--- src/hdl/tbss_pkg.sv ---
// Shared types and constants for the TDMA beacon slot scheduler.
// No dependencies; imported by the front, queue, back and top modules.
`default_nettype none

package tbss_pkg;

    // Input kind carried in tuser
    localparam logic CMD_TICK = 1'b0;
    localparam logic CMD_BYTE = 1'b1;

    // Anchor state codes
    localparam logic [1:0] ANCHOR_SILENT    = 2'd0;
    localparam logic [1:0] ANCHOR_TRACKING  = 2'd1;
    localparam logic [1:0] ANCHOR_DISCOVERY = 2'd2;

    // Configuration register indexes
    localparam logic [1:0] CFG_SLOT_NUMBER = 2'd0;
    localparam logic [1:0] CFG_BEACON_TYPE = 2'd1;
    localparam logic [1:0] CFG_LOSS_TIMEOUT = 2'd2;
    localparam logic [1:0] CFG_DISC_PERIOD = 2'd3;

    // Beacon layout
    localparam int BEACON_LENGTH = 12;
    localparam logic [3:0] POS_CHECKSUM = 4'd11;
    localparam logic [3:0] POS_SAT = 4'd15;
    localparam logic [3:0] POS_UNTIL_0 = 4'd1;
    localparam logic [3:0] POS_UNTIL_1 = 4'd2;
    localparam logic [3:0] POS_UNTIL_2 = 4'd3;
    localparam logic [3:0] POS_CYCLE_0 = 4'd4;
    localparam logic [3:0] POS_CYCLE_1 = 4'd5;
    localparam logic [3:0] POS_STRIDE_0 = 4'd6;
    localparam logic [3:0] POS_STRIDE_1 = 4'd7;
    localparam logic [3:0] POS_HEAD = 4'd8;

    localparam logic [19:0] MAX_WAIT = 20'd1000000;
    localparam logic [23:0] SINCE_SAT = 24'hFFFFFF;

    // Reset values of the configuration registers
    localparam logic [7:0]  RST_SLOT_NUMBER = 8'd255;
    localparam logic [7:0]  RST_BEACON_TYPE = 8'd0;
    localparam logic [23:0] RST_LOSS_TIMEOUT = 24'd200000;
    localparam logic [23:0] RST_DISC_PERIOD = 24'd1000000;

    localparam int IN_DATA_W = 40;
    localparam int OUT_DATA_W = 48;

    // One classified item between front and back
    typedef struct packed {
        logic        tick;      // time tick, otherwise a packet byte
        logic        taken;     // last byte of a timing beacon
        logic        bad;       // beacon XOR check failed
        logic [31:0] tx_time;   // computed transmit time
        logic [15:0] cycle;     // beacon cycle counter
    } tbss_entry_t;

endpackage

`default_nettype wire

--- src/hdl/tbss_front.sv ---
// Front part: assembles packet bytes, checks beacons, forms transmit time.
// Depends on tbss_pkg.
`default_nettype none

module tbss_front
(
    input  wire logic                 clk,
    input  wire logic                 rst_n,
    input  wire logic                 take,
    input  wire logic                 cmd,
    input  wire logic [7:0]           data_byte,
    input  wire logic                 last_byte,
    input  wire logic [31:0]          rx_time_us,
    input  wire logic [7:0]           beacon_type,
    input  wire logic [7:0]           slot_number,
    output tbss_pkg::tbss_entry_t     entry
);
    import tbss_pkg::*;

    logic [3:0]  pos_reg, pos_next;
    logic [7:0]  xor_reg, xor_next;
    logic        match_reg, match_next;
    logic [23:0] until_reg, until_next;
    logic [15:0] cycle_reg, cycle_next;
    logic [15:0] stride_reg, stride_next;
    logic [7:0]  head_reg, head_next;
    logic [23:0] prod_reg;
    logic [24:0] base_reg;
    logic        is_byte;
    logic        taken;

    assign is_byte = take && (cmd == CMD_BYTE);

    // Update the byte assembly for one packet byte
    always_comb
    begin
        pos_next    = pos_reg;
        xor_next    = xor_reg;
        match_next  = match_reg;
        until_next  = until_reg;
        cycle_next  = cycle_reg;
        stride_next = stride_reg;
        head_next   = head_reg;
        if (pos_reg == 4'd0)
        begin
            match_next = (data_byte == beacon_type);
        end
        if (pos_reg <= POS_CHECKSUM)
        begin
            xor_next = xor_reg ^ data_byte;
        end
        case (pos_reg)
            POS_UNTIL_0:  until_next[7:0]   = data_byte;
            POS_UNTIL_1:  until_next[15:8]  = data_byte;
            POS_UNTIL_2:  until_next[23:16] = data_byte;
            POS_CYCLE_0:  cycle_next[7:0]   = data_byte;
            POS_CYCLE_1:  cycle_next[15:8]  = data_byte;
            POS_STRIDE_0: stride_next[7:0]  = data_byte;
            POS_STRIDE_1: stride_next[15:8] = data_byte;
            POS_HEAD:     head_next         = data_byte;
            default:      ;
        endcase
        if (pos_reg != POS_SAT)
        begin
            pos_next = pos_reg + 4'd1;
        end
    end

    // Classify the last byte of a packet
    assign taken = last_byte && match_next && (pos_next >= 4'(BEACON_LENGTH));

    always_comb
    begin
        entry.tick    = (cmd == CMD_TICK);
        entry.taken   = is_byte && taken;
        entry.bad     = is_byte && taken && (xor_next != 8'd0);
        entry.tx_time = rx_time_us + {7'd0, base_reg};
        entry.cycle   = cycle_reg;
    end

    // Hold the assembly; clear it after every last byte
    always_ff @(posedge clk or negedge rst_n)
    begin
        if (!rst_n)
        begin
            pos_reg    <= '0;
            xor_reg    <= '0;
            match_reg  <= 1'b0;
            until_reg  <= '0;
            cycle_reg  <= '0;
            stride_reg <= '0;
            head_reg   <= '0;
        end
        else if (is_byte)
        begin
            if (last_byte)
            begin
                pos_reg    <= '0;
                xor_reg    <= '0;
                match_reg  <= 1'b0;
                until_reg  <= '0;
                cycle_reg  <= '0;
                stride_reg <= '0;
                head_reg   <= '0;
            end
            else
            begin
                pos_reg    <= pos_next;
                xor_reg    <= xor_next;
                match_reg  <= match_next;
                until_reg  <= until_next;
                cycle_reg  <= cycle_next;
                stride_reg <= stride_next;
                head_reg   <= head_next;
            end
        end
    end

    // Precompute the slot offset; fields settle well before the last byte
    always_ff @(posedge clk)
    begin
        prod_reg <= stride_reg * slot_number;
        base_reg <= {1'b0, until_reg} + {14'd0, head_reg, 3'd0} + {1'b0, prod_reg};
    end

endmodule

`default_nettype wire

--- src/hdl/tbss_queue.sv ---
// Two-entry queue between the front and the back parts.
// Depends on tbss_pkg.
`default_nettype none

module tbss_queue
(
    input  wire logic                 clk,
    input  wire logic                 rst_n,
    input  wire logic                 push,
    input  wire tbss_pkg::tbss_entry_t push_entry,
    output logic                      full,
    input  wire logic                 pop,
    output tbss_pkg::tbss_entry_t     pop_entry,
    output logic                      not_empty
);
    import tbss_pkg::*;

    tbss_entry_t slot_reg [2];
    logic        wr_ptr_reg;
    logic        rd_ptr_reg;
    logic [1:0]  count_reg;

    assign full      = (count_reg == 2'd2);
    assign not_empty = (count_reg != 2'd0);
    assign pop_entry = slot_reg[rd_ptr_reg];

    // Store pushed entries
    always_ff @(posedge clk)
    begin
        if (push)
        begin
            slot_reg[wr_ptr_reg] <= push_entry;
        end
    end

    // Advance pointers and count
    always_ff @(posedge clk or negedge rst_n)
    begin
        if (!rst_n)
        begin
            wr_ptr_reg <= 1'b0;
            rd_ptr_reg <= 1'b0;
            count_reg  <= '0;
        end
        else
        begin
            if (push)
            begin
                wr_ptr_reg <= ~wr_ptr_reg;
            end
            if (pop)
            begin
                rd_ptr_reg <= ~rd_ptr_reg;
            end
            if (push && !pop)
            begin
                count_reg <= count_reg + 2'd1;
            end
            else if (pop && !push)
            begin
                count_reg <= count_reg - 2'd1;
            end
        end
    end

endmodule

`default_nettype wire

--- src/hdl/tbss_back.sv ---
// Back part: time base, slot countdown, discovery and the output register.
// Depends on tbss_pkg.
`default_nettype none

module tbss_back
#(
    parameter int SLOT_COUNT = 16
)
(
    input  wire logic                 clk,
    input  wire logic                 rst_n,
    input  wire logic                 q_valid,
    input  wire tbss_pkg::tbss_entry_t q_entry,
    output logic                      q_pop,
    input  wire logic [7:0]           slot_number,
    input  wire logic [23:0]          loss_timeout_us,
    input  wire logic [23:0]          discovery_period_us,
    output logic                      out_valid,
    input  wire logic                 out_ready,
    output logic [tbss_pkg::OUT_DATA_W-1:0] out_data
);
    import tbss_pkg::*;

    logic [31:0] now_reg, now_next;
    logic [19:0] countdown_reg, countdown_next;
    logic        armed_reg, armed_next;
    logic [23:0] since_reg, since_next;
    logic        disc_on_reg, disc_on_next;
    logic [23:0] disc_count_reg, disc_count_next;
    logic [15:0] held_cycle_reg, held_cycle_next;
    logic [19:0] held_wait_reg, held_wait_next;
    logic        out_valid_reg;
    logic [OUT_DATA_W-1:0] out_data_reg;

    logic        slot_ok;
    logic        fire;
    logic [1:0]  anchor;
    logic [31:0] diff;
    logic [19:0] wait_clamped;
    logic [23:0] period;
    logic [24:0] disc_inc;

    assign slot_ok   = slot_number < 8'(SLOT_COUNT);
    assign q_pop     = q_valid && (!out_valid_reg || out_ready);
    assign out_valid = out_valid_reg;
    assign out_data  = out_data_reg;
    assign period    = (discovery_period_us == 24'd0) ? 24'd1 : discovery_period_us;
    assign disc_inc  = {1'b0, disc_count_reg} + 25'd1;

    // Clamp the wait until the transmit time
    always_comb
    begin
        diff = q_entry.tx_time - now_reg;
        if (diff[31])
        begin
            wait_clamped = 20'd0;
        end
        else if (diff > {12'd0, MAX_WAIT})
        begin
            wait_clamped = MAX_WAIT;
        end
        else
        begin
            wait_clamped = diff[19:0];
        end
    end

    // Next state for one item
    always_comb
    begin
        now_next        = now_reg;
        countdown_next  = countdown_reg;
        armed_next      = armed_reg;
        since_next      = since_reg;
        disc_on_next    = disc_on_reg;
        disc_count_next = disc_count_reg;
        held_cycle_next = held_cycle_reg;
        held_wait_next  = held_wait_reg;
        fire            = 1'b0;
        if (q_entry.tick)
        begin
            now_next = now_reg + 32'd1;
            if (since_reg != SINCE_SAT)
            begin
                since_next = since_reg + 24'd1;
            end
            if (armed_reg)
            begin
                if (countdown_reg <= 20'd1)
                begin
                    fire           = 1'b1;
                    armed_next     = 1'b0;
                    countdown_next = 20'd0;
                end
                else
                begin
                    countdown_next = countdown_reg - 20'd1;
                end
            end
            if (!slot_ok)
            begin
                disc_on_next    = 1'b0;
                disc_count_next = 24'd0;
            end
            else if (disc_on_reg)
            begin
                if (disc_inc >= {1'b0, period})
                begin
                    fire            = 1'b1;
                    disc_count_next = 24'd0;
                end
                else
                begin
                    disc_count_next = disc_inc[23:0];
                end
            end
            else if (since_next >= loss_timeout_us)
            begin
                disc_on_next    = 1'b1;
                disc_count_next = 24'd0;
            end
        end
        else if (q_entry.taken && !q_entry.bad && slot_ok)
        begin
            countdown_next  = wait_clamped;
            armed_next      = 1'b1;
            held_wait_next  = wait_clamped;
            held_cycle_next = q_entry.cycle;
            since_next      = 24'd0;
            disc_on_next    = 1'b0;
            disc_count_next = 24'd0;
        end
    end

    // Anchor state after the update
    always_comb
    begin
        if (!slot_ok)
        begin
            anchor = ANCHOR_SILENT;
        end
        else if (since_next < loss_timeout_us)
        begin
            anchor = ANCHOR_TRACKING;
        end
        else
        begin
            anchor = ANCHOR_DISCOVERY;
        end
    end

    // Commit state on each popped item
    always_ff @(posedge clk or negedge rst_n)
    begin
        if (!rst_n)
        begin
            now_reg        <= '0;
            countdown_reg  <= '0;
            armed_reg      <= 1'b0;
            since_reg      <= '0;
            disc_on_reg    <= 1'b0;
            disc_count_reg <= '0;
            held_cycle_reg <= '0;
            held_wait_reg  <= '0;
        end
        else if (q_pop)
        begin
            now_reg        <= now_next;
            countdown_reg  <= countdown_next;
            armed_reg      <= armed_next;
            since_reg      <= since_next;
            disc_on_reg    <= disc_on_next;
            disc_count_reg <= disc_count_next;
            held_cycle_reg <= held_cycle_next;
            held_wait_reg  <= held_wait_next;
        end
    end

    // Output register: load on pop, drop valid once the transfer completes
    always_ff @(posedge clk or negedge rst_n)
    begin
        if (!rst_n)
        begin
            out_valid_reg <= 1'b0;
        end
        else if (q_pop)
        begin
            out_valid_reg <= 1'b1;
        end
        else if (out_ready)
        begin
            out_valid_reg <= 1'b0;
        end
    end

    always_ff @(posedge clk)
    begin
        if (q_pop)
        begin
            out_data_reg <= {7'd0, held_wait_next, held_cycle_next, anchor,
                             q_entry.bad, q_entry.taken, fire};
        end
    end

endmodule

`default_nettype wire

--- src/hdl/tdma_beacon_slot_scheduler.sv ---
// Top level of the TDMA beacon slot scheduler: config registers, front, queue, back.
// Depends on tbss_pkg, tbss_front, tbss_queue and tbss_back.
//
//   Channel   Direction  Handshake          Payload
//   s_*       in         s_tvalid/s_tready  tdata: data_byte, rx_time_us; tlast; tuser: cmd
//   m_*       out        m_tvalid/m_tready  tdata: slot_fire .. wait_loaded
//   cfg_*     in         cfg_we             cfg_index, cfg_data
//
// One item per clock sustained while m_tready is high and no configuration write holds
// s_tready low; each item's result reaches m_tdata through the queue and the output
// register (the front writes the queue at the transfer; the back pops the item and loads
// the output register). The back part's state update is the loop that sets the rate.
// Reset clears all control state; config registers take their reset values.
// A configuration write holds s_tready low while cfg_hold_reg counts down and the slot offset
// pipeline settles. A stalled m side fills the two-entry queue, then s_tready drops.
`default_nettype none

module tdma_beacon_slot_scheduler
#(
    parameter int SLOT_COUNT = 16
)
(
    input  wire logic        clk,
    input  wire logic        rst_n,
    input  wire logic        s_tvalid,
    output logic             s_tready,
    input  wire logic [tbss_pkg::IN_DATA_W-1:0] s_tdata,   // [7:0] data_byte, [39:8] rx_time_us
    input  wire logic        s_tlast,
    input  wire logic        s_tuser,   // [0] cmd
    output logic             m_tvalid,
    input  wire logic        m_tready,
    // [0] slot_fire, [1] beacon_taken, [2] checksum_bad, [4:3] anchor_state,
    // [20:5] cycle_count_low, [40:21] wait_loaded, [47:41] zero
    output logic [47:0]      m_tdata,
    input  wire logic        cfg_we,
    input  wire logic [1:0]  cfg_index,
    input  wire logic [23:0] cfg_data
);
    import tbss_pkg::*;

    logic [7:0]  slot_number_reg;
    logic [7:0]  beacon_type_reg;
    logic [23:0] loss_timeout_reg;
    logic [23:0] disc_period_reg;
    logic [1:0]  cfg_hold_reg;

    tbss_entry_t front_entry;
    tbss_entry_t q_entry;
    logic        q_full;
    logic        q_valid;
    logic        q_pop;
    logic        take;

    assign s_tready = !q_full && (cfg_hold_reg == 2'd0);
    assign take     = s_tvalid && s_tready;

    // Configuration registers
    always_ff @(posedge clk or negedge rst_n)
    begin
        if (!rst_n)
        begin
            slot_number_reg  <= RST_SLOT_NUMBER;
            beacon_type_reg  <= RST_BEACON_TYPE;
            loss_timeout_reg <= RST_LOSS_TIMEOUT;
            disc_period_reg  <= RST_DISC_PERIOD;
            cfg_hold_reg     <= '0;
        end
        else
        begin
            if (cfg_we)
            begin
                cfg_hold_reg <= 2'd2;
                unique case (cfg_index)
                    CFG_SLOT_NUMBER:  slot_number_reg  <= cfg_data[7:0];
                    CFG_BEACON_TYPE:  beacon_type_reg  <= cfg_data[7:0];
                    CFG_LOSS_TIMEOUT: loss_timeout_reg <= cfg_data;
                    CFG_DISC_PERIOD:  disc_period_reg  <= cfg_data;
                    default:          ;
                endcase
            end
            else if (cfg_hold_reg != 2'd0)
            begin
                cfg_hold_reg <= cfg_hold_reg - 2'd1;
            end
        end
    end

    tbss_front u_front
    (
        .clk         (clk),
        .rst_n       (rst_n),
        .take        (take),
        .cmd         (s_tuser),
        .data_byte   (s_tdata[7:0]),
        .last_byte   (s_tlast),
        .rx_time_us  (s_tdata[39:8]),
        .beacon_type (beacon_type_reg),
        .slot_number (slot_number_reg),
        .entry       (front_entry)
    );

    tbss_queue u_queue
    (
        .clk        (clk),
        .rst_n      (rst_n),
        .push       (take),
        .push_entry (front_entry),
        .full       (q_full),
        .pop        (q_pop),
        .pop_entry  (q_entry),
        .not_empty  (q_valid)
    );

    tbss_back #(
        .SLOT_COUNT (SLOT_COUNT)
    ) u_back
    (
        .clk                 (clk),
        .rst_n               (rst_n),
        .q_valid             (q_valid),
        .q_entry             (q_entry),
        .q_pop               (q_pop),
        .slot_number         (slot_number_reg),
        .loss_timeout_us     (loss_timeout_reg),
        .discovery_period_us (disc_period_reg),
        .out_valid           (m_tvalid),
        .out_ready           (m_tready),
        .out_data            (m_tdata)
    );

endmodule

`default_nettype wire

--- config.mk ---
export PLATFORM = sky130hd
export DESIGN_NAME = tdma_beacon_slot_scheduler
export DESIGN_NICKNAME = d
export VERILOG_FILES = /design/src/hdl/tbss_pkg.sv /design/src/hdl/tbss_front.sv /design/src/hdl/tbss_queue.sv /design/src/hdl/tbss_back.sv /design/src/hdl/tdma_beacon_slot_scheduler.sv
export SDC_FILE = /design/constraint.sdc
export NUM_CORES = 1
export LEC_CHECK = 0
export BUFFER_PORTS_ARGS = -buffer_cell sky130_fd_sc_hd__buf_2
export CORE_MARGIN = 2
export CORE_UTILIZATION = 44
export DETAILED_ROUTE_END_ITERATION = 7
export GPL_TIMING_DRIVEN = 0
export MAX_ROUTING_LAYER = met4
export PLACE_DENSITY = 0.67
export SLEW_MARGIN = 25
export SYNTH_ARGS = -nofsm -noshare
export SYNTH_HDL_FRONTEND = slang
export SYNTH_SLANG_ARGS = --single-unit
--- constraint.sdc ---
create_clock -name clk -period 9.2 [get_ports clk]
set_input_delay 1.84 -clock clk [delete_from_list [all_inputs] [get_ports clk]]
set_output_delay 1.84 -clock clk [all_outputs]
set_load 0.005 [all_outputs]
==> run_results.csv <==
group,metric,value,unit
outcome,outcome,"completed",
worst_setup_path,crit_cells,19,
power_and_ir_drop,peakVddDrop,143,uV
worst_setup_path,crit_fanout,10,
placement,pre_cts_ws,3.31,ns
power_and_ir_drop,leakage,0.0154,uW
worst_setup_path,worstSetupStartpoint,"slot_number_reg[6]$_DFFE_PN1P_",
clocking,cts_setup_buffers,0,
global_routing,grt_max_degree,92,
detailed_routing,drtAntennaViolNets,0,
clocking,cts_root_buf,"clkbuf_16",
worst_setup_path,crit_required,9.66,ns
global_routing,grt-ovfl-total,0,
cells_and_area,fillerInstances,6209,
clocking,clock_sinks,478,
worst_setup_path,path_buf_inv,4,
clocking,ctsResizeCount,0,
synthesis,avgSynthCellArea,9.93,um^2
job,cap_violations,0,
sta,fin_crit,5.89,ns
global_routing,grt_pass1_vias,22200,
cells_and_area,fin_cells,4157,
placement,placed_cells,4055,
sta,setup_ws,3.31,ns
synthesis,seq_area_frac_synth,41.2,%
die,fp.dieW,266,um
cells_and_area,fin_nets,3618,
worst_setup_path,rr_worst_depth,19,
clocking,tritoncts,"yes",
sta,setup_viol,0,
detailed_routing,dr.pass1.iters,5,
die,start_util,44.3,%
sta,setup_tns,0,ns
global_routing,grt_antenna_before_repair,5,
clocking,cts_buffers,52,
detailed_routing,wl_per_cell,17.7,um
synthesis,syn_area,30200,um^2
placement,finalWeightedCongestion,0.905,
sta,hold_violations,0,
cells_and_area,largest_reg_flops,102,
synthesis,synth-async-reset-ratio,59.8,%
clocking,holdBufCountCts,0,
worst_setup_path,cp-start-kind,"register",
detailed_routing,vias,22700,
clocking,clock_path_buffers,3,
cells_and_area,final_cell_mix,"nand2_1 (301), dfrtp_1 (265), inv_1 (241)",
die,placementRows,96,
clocking,cts_max_level,2,
synthesis,yosysUniqueCellTypes,95,
worst_setup_path,crit_slowest_cell,"dfstp_2",
die,coreArea,68300,um^2
worst_setup_path,cp_top_family,"adder cells",
min_path,min_path_type,"register to register",
sta,clock.fmax,170,MHz
worst_setup_path,arrival,6.35,ns
worst_setup_path,regToRegSetupSlack,3.31,ns
die,die_h,266,um
synthesis,ys_ff_latch,478,
worst_setup_path,cp_cell_sequence,"clkbuf_1 -> nand2_1 -> fa_1 -> fa_1 -> inv_1 -> fa_1 -> inv_1 -> fa_1 -> inv_1 -> ha_1 -> a21boi_0 -> o21ai_0 -> a21oi_1 -> a211oi_1 -> nor3_1 -> nand4_1 -> nand3b_1 -> a21oi_1 -> xnor2_1",
cells_and_area,layout_commonest_cell,"nand2_1",
sta,fin_skew,0.0523,ns
detailed_routing,drt-total-wl,73.5,mm
sta,fin_crit_sh,64.0,%
worst_setup_path,worstReg2RegEnd,"u_front.prod_reg[23]$_DFF_P_",
sta,finalMaxSlewViolations,0,
detailed_routing,drtIter0Drc,1672,
placement,io_buffers,113,
global_routing,grtUsageTotal,21.7,%
power_and_ir_drop,p_per_area,214,nW/um^2
synthesis,ys.warnings.count,0,
sta,tightest_slew,1.08,ns
worst_setup_path,critical_path.endpoint,"u_front.prod_reg[23]$_DFF_P_",
synthesis,synth-edff-count,143,
detailed_routing,drc,0,
sta,rsz0062_at_grt,"no",
die,dieArea,70900,um^2
detailed_routing,routed_via_density,5.45,
worst_setup_path,crit_path_max_incr_delay,0.68,ns
synthesis,synthFlopType,"dfrtp_1",
worst_setup_path,rr_startpoint,"slot_number_reg[6]$_DFFE_PN1P_",
cells_and_area,syn2layout_area_growth,12.2,%
synthesis,synthCells,3047,
clocking,clkLatencyLatePin,0.62,ns
cells_and_area,drive_above_1_share,12.4,%
worst_setup_path,worstSetupPathType,"register to register",
worst_setup_path,crit_top_cell,"fa_1",
clocking,clkSlewWorstSetupHoldPaths,0.06,ns
die,pin_count,123,
placement,dpl.hpwl,55.4,mm
sta,slew_headroom,27.5,%
global_routing,grt_pass1_wl,119,mm
worst_setup_path,end_kind,"register",
worst reg2reg max path: cells and delay by family (launching register included):
kind                     cells  cell delay [ns]
adder cells (fa/ha/maj)      5             2.41
AND/OR/NAND/NOR              4             0.95
AO/OA/AOI/OAI                5             0.92
flip-flops                   1             0.68
buffers and inverters        4             0.63
XOR/XNOR                     1             0.14
logic make-up (layout without fill, tap and decap cells):
logic type,Yosys count,after routing,share of synthesized area [%]
fa+ha+maj,318,318,15.5
flops,478,478,41.2
buf+inv,357,575,4.92
mux,120,120,4.37
other cells,1,11,0.0124
simple gates,935,935,15.4
xor+xnor,184,184,5.38
compound gates,654,654,13.2
report_power, final:
part	internal, uW	switching [uW]
Clock	1220	903
Combinational	882	1440
Sequential	2580	225
how the worst min path moves through the flow:
stage	from	end	slack (ns)	cells past startpoint
final	u_front.cycle_reg[6]$_DFFE_PN0P_	u_queue.slot_reg[1][6]$_DFFE_PP_	0.47	0
after global routing	u_front.cycle_reg[6]$_DFFE_PN0P_	u_queue.slot_reg[0][6]$_DFFE_PP_	0.50	0
after CTS	u_back.now_reg[16]$_DFFE_PN0P_	u_back.now_reg[16]$_DFFE_PN0P_	0.48	1
after detailed placement	u_front.cycle_reg[6]$_DFFE_PN0P_	u_queue.slot_reg[1][6]$_DFFE_PP_	0.46	0
after global placement	u_front.cycle_reg[6]$_DFFE_PN0P_	u_queue.slot_reg[0][6]$_DFFE_PP_	0.46	0
after floorplan	u_front.prod_reg[0]$_DFF_P_	u_front.base_reg[0]$_DFF_P_	0.43	1
cell usage after synthesis, types with 24 or more instances:
cell | number | area [um^2]
ha_1 | 223 | 2790
o21ai_0 | 233 | 1170
xor2_1 | 45 | 394
nand2b_1 | 29 | 181
a21o_1 | 54 | 405
mux2_2 | 96 | 1080
inv_1 | 241 | 905
and2_1 | 96 | 601
xnor2_1 | 137 | 1200
fa_1 | 95 | 1900
o31ai_1 | 55 | 413
a21oi_1 | 152 | 761
clkbuf_1 | 75 | 282
mux2i_1 | 24 | 240
dfxtp_1 | 49 | 981
edfxtp_1 | 143 | 4290
nor2_1 | 143 | 537
nor4_1 | 26 | 163
nor3_1 | 59 | 295
and3_1 | 33 | 206
nand4_1 | 37 | 231
nand3_1 | 112 | 561
nor2b_1 | 32 | 200
nand2_1 | 301 | 1130
dfrtp_1 | 265 | 6630
metrics by stage:
| step | cell area (um^2) | hold WS [ns] | power [uW] | utilization, % |
|---|---|---|---|---|
| floorplan | 30300 | 0.432 | 4390 | - |
| global placement | 31900 | 0.455 | 5100 | 46.7 |
| detailed placement | 32200 | 0.462 | 5150 | 47.1 |
| CTS | 33900 | 0.476 | 7300 | 49.6 |
| global route | 33900 | 0.496 | 7690 | 49.7 |
| finish | 33900 | 0.474 | 7260 | 49.7 |
final cells by class:
| cell class | instances | area (um^2) | share of cell area, % |
|---|---|---|---|
| multi-input cells | 2218 | 16400 | 48.2 |
| diodes | 4 | 10.0 | 0.0295 |
| clock buffers | 70 | 1470 | 4.33 |
| repair buffers | 120 | 753 | 2.22 |
| well taps | 882 | 1100 | 3.25 |
| clock inverters | 28 | 299 | 0.881 |
| plain buffers | 115 | 584 | 1.72 |
| inverters | 242 | 908 | 2.68 |
| flip-flops and latches | 478 | 12500 | 36.7 |
metal layers:
metal / track usage (%) / routed length (um) / up-vias
li1: - / - / 11100
met1: 29.1 / 33700 / 11000
met2: 34.4 / 34400 / 503
met3: 2.96 / 3360 / 120
met4: 6.47 / 2040 / 0
met5: - / 0 / -
No activity file was read; power rests on OpenSTA's default activity.
